$ cat src/hdl/bq_pkg.sv
// ----------------------------------------------------------------------------
// bq_pkg
// Shared types and constants for the biquad filter: coefficient format,
// register map and coefficient reset values.
// ----------------------------------------------------------------------------
package bq_pkg;

  localparam int COEF_WIDTH = 24;
  localparam int NUM_COEFS  = 5;
  localparam int APB_DATA_W = 32;
  localparam int APB_ADDR_W = 5;
  localparam int REG_IDX_W  = APB_ADDR_W - 2;

  localparam logic [REG_IDX_W-1:0] REG_B0 = 3'd0;
  localparam logic [REG_IDX_W-1:0] REG_B1 = 3'd1;
  localparam logic [REG_IDX_W-1:0] REG_B2 = 3'd2;
  localparam logic [REG_IDX_W-1:0] REG_A1 = 3'd3;
  localparam logic [REG_IDX_W-1:0] REG_A2 = 3'd4;

  typedef logic signed [COEF_WIDTH-1:0] coef_t;

  localparam coef_t COEF_B0_RESET = 24'sd4194304;
  localparam coef_t COEF_ZERO     = 24'sd0;

  typedef struct packed {
    coef_t b0;
    coef_t b1;
    coef_t b2;
    coef_t a1;
    coef_t a2;
  } coef_set_t;

endpackage

$ cat src/hdl/bq_coef_regs.sv
// ----------------------------------------------------------------------------
// bq_coef_regs
// APB register file for the five Q2.22 coefficients. A write to a valid
// register also pulses hist_clr so the filter history restarts.
// ----------------------------------------------------------------------------
module bq_coef_regs
  import bq_pkg::*;
(
  input  logic                  clk,
  input  logic                  rst,
  input  logic                  psel,
  input  logic                  penable,
  input  logic                  pwrite,
  input  logic [APB_ADDR_W-1:0] paddr,
  input  logic [APB_DATA_W-1:0] pwdata,
  output logic [APB_DATA_W-1:0] prdata,
  output logic                  pready,
  output coef_set_t             coefs,
  output logic                  hist_clr
);

  logic [REG_IDX_W-1:0] idx;
  logic                 wr_en;
  logic                 idx_ok;
  coef_t                wcoef;

  assign idx    = paddr[APB_ADDR_W-1:2];
  assign wr_en  = psel && penable && pwrite;
  assign idx_ok = (idx < REG_IDX_W'(NUM_COEFS));
  assign wcoef  = coef_t'(pwdata[COEF_WIDTH-1:0]);
  assign pready = 1'b1;

  assign hist_clr = wr_en && idx_ok;

  always_ff @(posedge clk) begin
    if (rst) begin
      coefs.b0 <= COEF_B0_RESET;
      coefs.b1 <= COEF_ZERO;
      coefs.b2 <= COEF_ZERO;
      coefs.a1 <= COEF_ZERO;
      coefs.a2 <= COEF_ZERO;
    end else if (wr_en) begin
      case (idx)
        REG_B0:  coefs.b0 <= wcoef;
        REG_B1:  coefs.b1 <= wcoef;
        REG_B2:  coefs.b2 <= wcoef;
        REG_A1:  coefs.a1 <= wcoef;
        REG_A2:  coefs.a2 <= wcoef;
        default: ;
      endcase
    end
  end

  always_comb begin
    case (idx)
      REG_B0:  prdata = APB_DATA_W'(coefs.b0);
      REG_B1:  prdata = APB_DATA_W'(coefs.b1);
      REG_B2:  prdata = APB_DATA_W'(coefs.b2);
      REG_A1:  prdata = APB_DATA_W'(coefs.a1);
      REG_A2:  prdata = APB_DATA_W'(coefs.a2);
      default: prdata = '0;
    endcase
  end

endmodule

$ cat config.mk
export PLATFORM = sky130hd
export DESIGN_NAME = bq_coef_regs
export DESIGN_NICKNAME = d
export VERILOG_FILES = /design/src/hdl/bq_pkg.sv /design/src/hdl/bq_coef_regs.sv
export SDC_FILE = /design/constraint.sdc
export NUM_CORES = 1
export LEC_CHECK = 0
export BUFFER_PORTS_ARGS = -buffer_cell sky130_fd_sc_hd__buf_4
export CELL_PAD_IN_SITES_DETAIL_PLACEMENT = 1
export CELL_PAD_IN_SITES_GLOBAL_PLACEMENT = 2
export CORE_ASPECT_RATIO = 1.1
export CORE_MARGIN = 2
export CORE_UTILIZATION = 30
export DETAILED_ROUTE_END_ITERATION = 12
export MAX_ROUTING_LAYER = met4
export PLACE_DENSITY = 0.88
export SLEW_MARGIN = 25
export SYNTH_ARGS = -nofsm -noshare
export SYNTH_HDL_FRONTEND = slang
export SYNTH_SLANG_ARGS = --single-unit
$ cat constraint.sdc
create_clock -name clk -period 1.7 [get_ports clk]
set_input_delay 0.085 -clock clk [delete_from_list [all_inputs] [get_ports clk]]
set_output_delay 0.085 -clock clk [all_outputs]
set_load 0.01 [all_outputs]
Word level (Yosys, flattened, before mapping)
Cells that the tools add are included.

Bits in registers: 120. Input bits: 42. Output and inout bits: 154. Word-level logic and storage cells: 20.

$lt $le $gt $ge: 1. Eq/ne operators: 4. Muxes and demuxes: 1. Reduce and logical (&&, ||, !) cells: 9.

Operator list (number): 32-bit one-hot mux with 5 select lines (1); 2-bit AND reduction (5); 3-bit by 2-bit == test with 1-bit output, second input constant (2); 3-bit by 1-bit == test with 1-bit output, second input constant (1); 3-bit == test, second input constant (1); 1-bit logical AND (3); 3-bit zero test (1); 3-bit less-than comparator, second input constant (1).

Depth between registers and ports, before layout
Word-level depth: 3. Mapped depth: 6. Mapped depth without buffers: 3.

Worst setup path after synthesis
No wires, ideal clock.

Path type: input to output. Start: input paddr[2]. End: output prdata[24]. Data arrival time: 1.393 ns. Data required time: 1.615 ns. Path slack: 0.222 ns. Stages: 5. Buffers on the path: 3. Path through: buf_2 nor3b_1 buf_2 a221o_1 buf_4.

Cells in the longest elaborated chain, start to end: 2. Elaborated cells on any way between the ends: 6. Those cells by class: eq/ne: 4; mux: 1; reduce/logical: 1.

Ends and longest elaborated chain: from (decl) (RTL line bq_coef_regs.sv:14) `input logic [APB_ADDR_W-1:0] paddr,`; 3-bit == test, or another cell as far along (RTL line bq_coef_regs.sv:55) `case (idx)`; 32-bit one-hot mux with 5 select lines (*) (RTL line bq_coef_regs.sv:55); to (decl) (RTL line bq_coef_regs.sv:16) `output logic [APB_DATA_W-1:0] prdata,`.

Every way passes the cells marked *; elsewhere a longest branch is shown, timed or not.

Worst setup path after layout
Start: register coefs[95] in the netlist's numbering. End: output prdata[28].

Cells in the longest elaborated chain, start to end: 1.

Ends and longest elaborated chain: from (decl) (RTL line bq_coef_regs.sv:18) `output coef_set_t coefs,`; 32-bit one-hot mux with 5 select lines (RTL line bq_coef_regs.sv:55).

No other way between the ends.

==> metrics.txt <==
post-route cell area around 7900 um2; Die ar. approximately 20000 um2; synth warn 0; Rows 52; Gate Count Post-Synth approximately 550; DP Cell Count 952; dominant synthesized flop cell dfxtp_1; setup bufs post-CTS 0; sequential cell area ~2400 um2; Max-slew headroom 0.603; final period utilization 0.977; DIE WIDTH around 130 um; most frequent cells in the layout buf_4 (207), nand2b_1 (121), dfxtp_1 (118), mux2i_1 (117), o21ai_0 (27); maximum achievable frequency roughly 0.6 GHz; CORE AREA approximately 18000 um2; clk buf depth 2; total CTS buffers 17; Endpoint, Worst Hold coefs[81]$_SDFFE_PP0P_; Starting Density 0.306; worst reg2reg path startpoint coefs[118]$_SDFFE_PP1P_; final number of setup-violating endpoints 0; status finished, final reports clean; diode count 0; iteration count of the initial detailed-routing pass 4; CTS root buffer clkbuf_16; initial antenna violation count 0; H-Tree Depth 4; Avg Inst Size Synth between 10 and 15 um2; min-delay src pwdata[9]; Max VDD drop between 0.6 and 0.7 mV; Area Growth Syn to Fin 40.5%; max cap viols 0; Worst-Margin Slew 0.591 ns; Unique masters post-synth 33; fillers between 2000 and 2500; Final GP Congestion 0.814; first-pass GRT wire length slightly below 30 mm; Hold Crit Class in2reg; setup TNS 0 ns; final net count slightly below 800; largest registers coefs (120); Worst Path Required approximately 1.6 ns; Leak about 3.9 nW; Ports approximately 200; Hold Path Depth 3; count of state elements after synthesis 120; most common cell after layout, fill and taps aside buf_4; drt first-iter violations between 200 and 250; final core occ 0.430; Multi-input gate area around 3000 um2; total global routing overflow 0; Post-Place Setup Slack around 0.28 ns; Via-to-Cell Ratio around 5.0; register area share after synthesis 0.426; Mapped Nets 594; final setup margin ~0.040 ns; post-route insts no fill approximately 990; Async SR Flop Fraction 0; CP Max Fanout 5; die span in y 148 um; Worst EP arrival ~1.6 ns; IO buf count 184; Setup Skew 0 ns; worst reg2reg setup slack roughly 0.84 ns; ANT nets after route 0; routed len/inst approximately 20 um; final wirelength 19.2 mm; Clk Latency, worst-skew pair 0.41 ns; CTS tree built; share of cells above drive strength 1 0.340; Crit. End Element output port; R2R cell count 2; Reg clk slew, reported paths about 0.06 ns; Tmin final roughly 1.7 ns; clk sinks 120; mapped cell area 5640 um2; GRT Total Usage 0.198; post-DP HPWL ~14 mm; DRC 0; largest register by flop count coefs; number of global-route vias before repair approximately 5200; Placement Cell Area about 7300 um2; via count 4887; pwr/cell area about 890 nW/um2; WS Path Type reg2out; Slew Viols, Final 0; max reg flops between 100 and 150; Crit Reg-Reg Endpoint coefs[118]$_SDFFE_PP1P_; nature of the critical path startpoint flop; number of flops mapped to enable cells by yosys 0; Fin. Hold Viols 0; largest net degree at the start of global routing 57
-- repair_timing --
item / in CTS / in global routing
resized for setup: 0 / 5
endpoints found under the setup margin: 0 / 9
hold endpoints to repair: 1 / 0
hold buffers: 1 / 0
-- how the worst max path moves through the flow --
stage | slack [ns] | endpoint | cells after the start | startpoint
floorplan | 0.22 | prdata[24] | 5 | paddr[2]
global placement | 0.32 | coefs[12]$_SDFFE_PP0P_ | 6 | paddr[2]
detailed placement | 0.28 | prdata[12] | 6 | paddr[3]
CTS | 0.007 | prdata[27] | 4 | coefs[95]$_SDFFE_PP0P_
global route | -0.02 | prdata[24] | 4 | coefs[95]$_SDFFE_PP0P_
finish | 0.04 | prdata[28] | 4 | coefs[95]$_SDFFE_PP0P_
-- cell type report --
type	instances	share of cell area
multi-input combinational	379	0.375
sequential	120	0.304
clock buffer	18	0.0542
tap	243	0.0384
timing repair buffer	211	0.205
inverter	1	0.000474
clock inverter	13	0.0228
-- worst max-delay path, cell delays in order (launching register included) --
cell	delay, ns
dfxtp_2	0.34
mux2i_2	0.19
o2bb2ai_2	0.11
a221o_2	0.36
buf_4	0.16
-- per-stage QoR --
step | hold WS [ns] | total power, W
2_1_floorplan | 0.203 | 0.00316
3_3_place_gp | 0.306 | 0.00336
3_5_place_dp | 0.331 | 0.00337
4_1_cts | 0.0112 | 0.00714
5_1_grt | 0.0479 | 0.00729
6_report | 0.0211 | 0.00707
-- metal layers --
metal | global-route usage | share of wire
met1 | 0.234 | 0.43
met2 | 0.337 | 0.51
met3 | 0.0401 | 0.047
met4 | 0.0637 | 0.016
met5 | - | 0
-- cell usage after synthesis (2+ instances only) --
cell / instances / area, um2
a221o_1: 23 / 230
buf_2: 16 / 80.1
buf_4: 15 / 113
buf_6: 2 / 22.5
clkbuf_1: 20 / 75.1
dfxtp_1: 120 / 2400
mux2i_1: 118 / 1180
nand2b_1: 121 / 757
nor2b_1: 24 / 150
nor3_1: 2 / 10.0
o21ai_0: 27 / 135
o21ai_1: 21 / 105
o2bb2ai_1: 23 / 201
-- report_power, final --
part	total, W	leakage (nW)	switching, W	internal, W
Clock	0.00375	0.280	0.00132	0.00243
Sequential	0.00285	0.968	0.0000189	0.00284
Combinational	0.000462	2.60	0.000256	0.000206
-- logic make-up (layout without fill, tap and decap cells) --
kind of cell	count (synthesis)	after routing	synth area share
simple gates	158	158	0.182
flops	120	120	0.426
mux	119	119	0.212
compound gates	100	101	0.128
buf+inv	54	243	0.0522
other cells	1	1	0.000665
No activity file was read; power rests on OpenSTA's default activity.
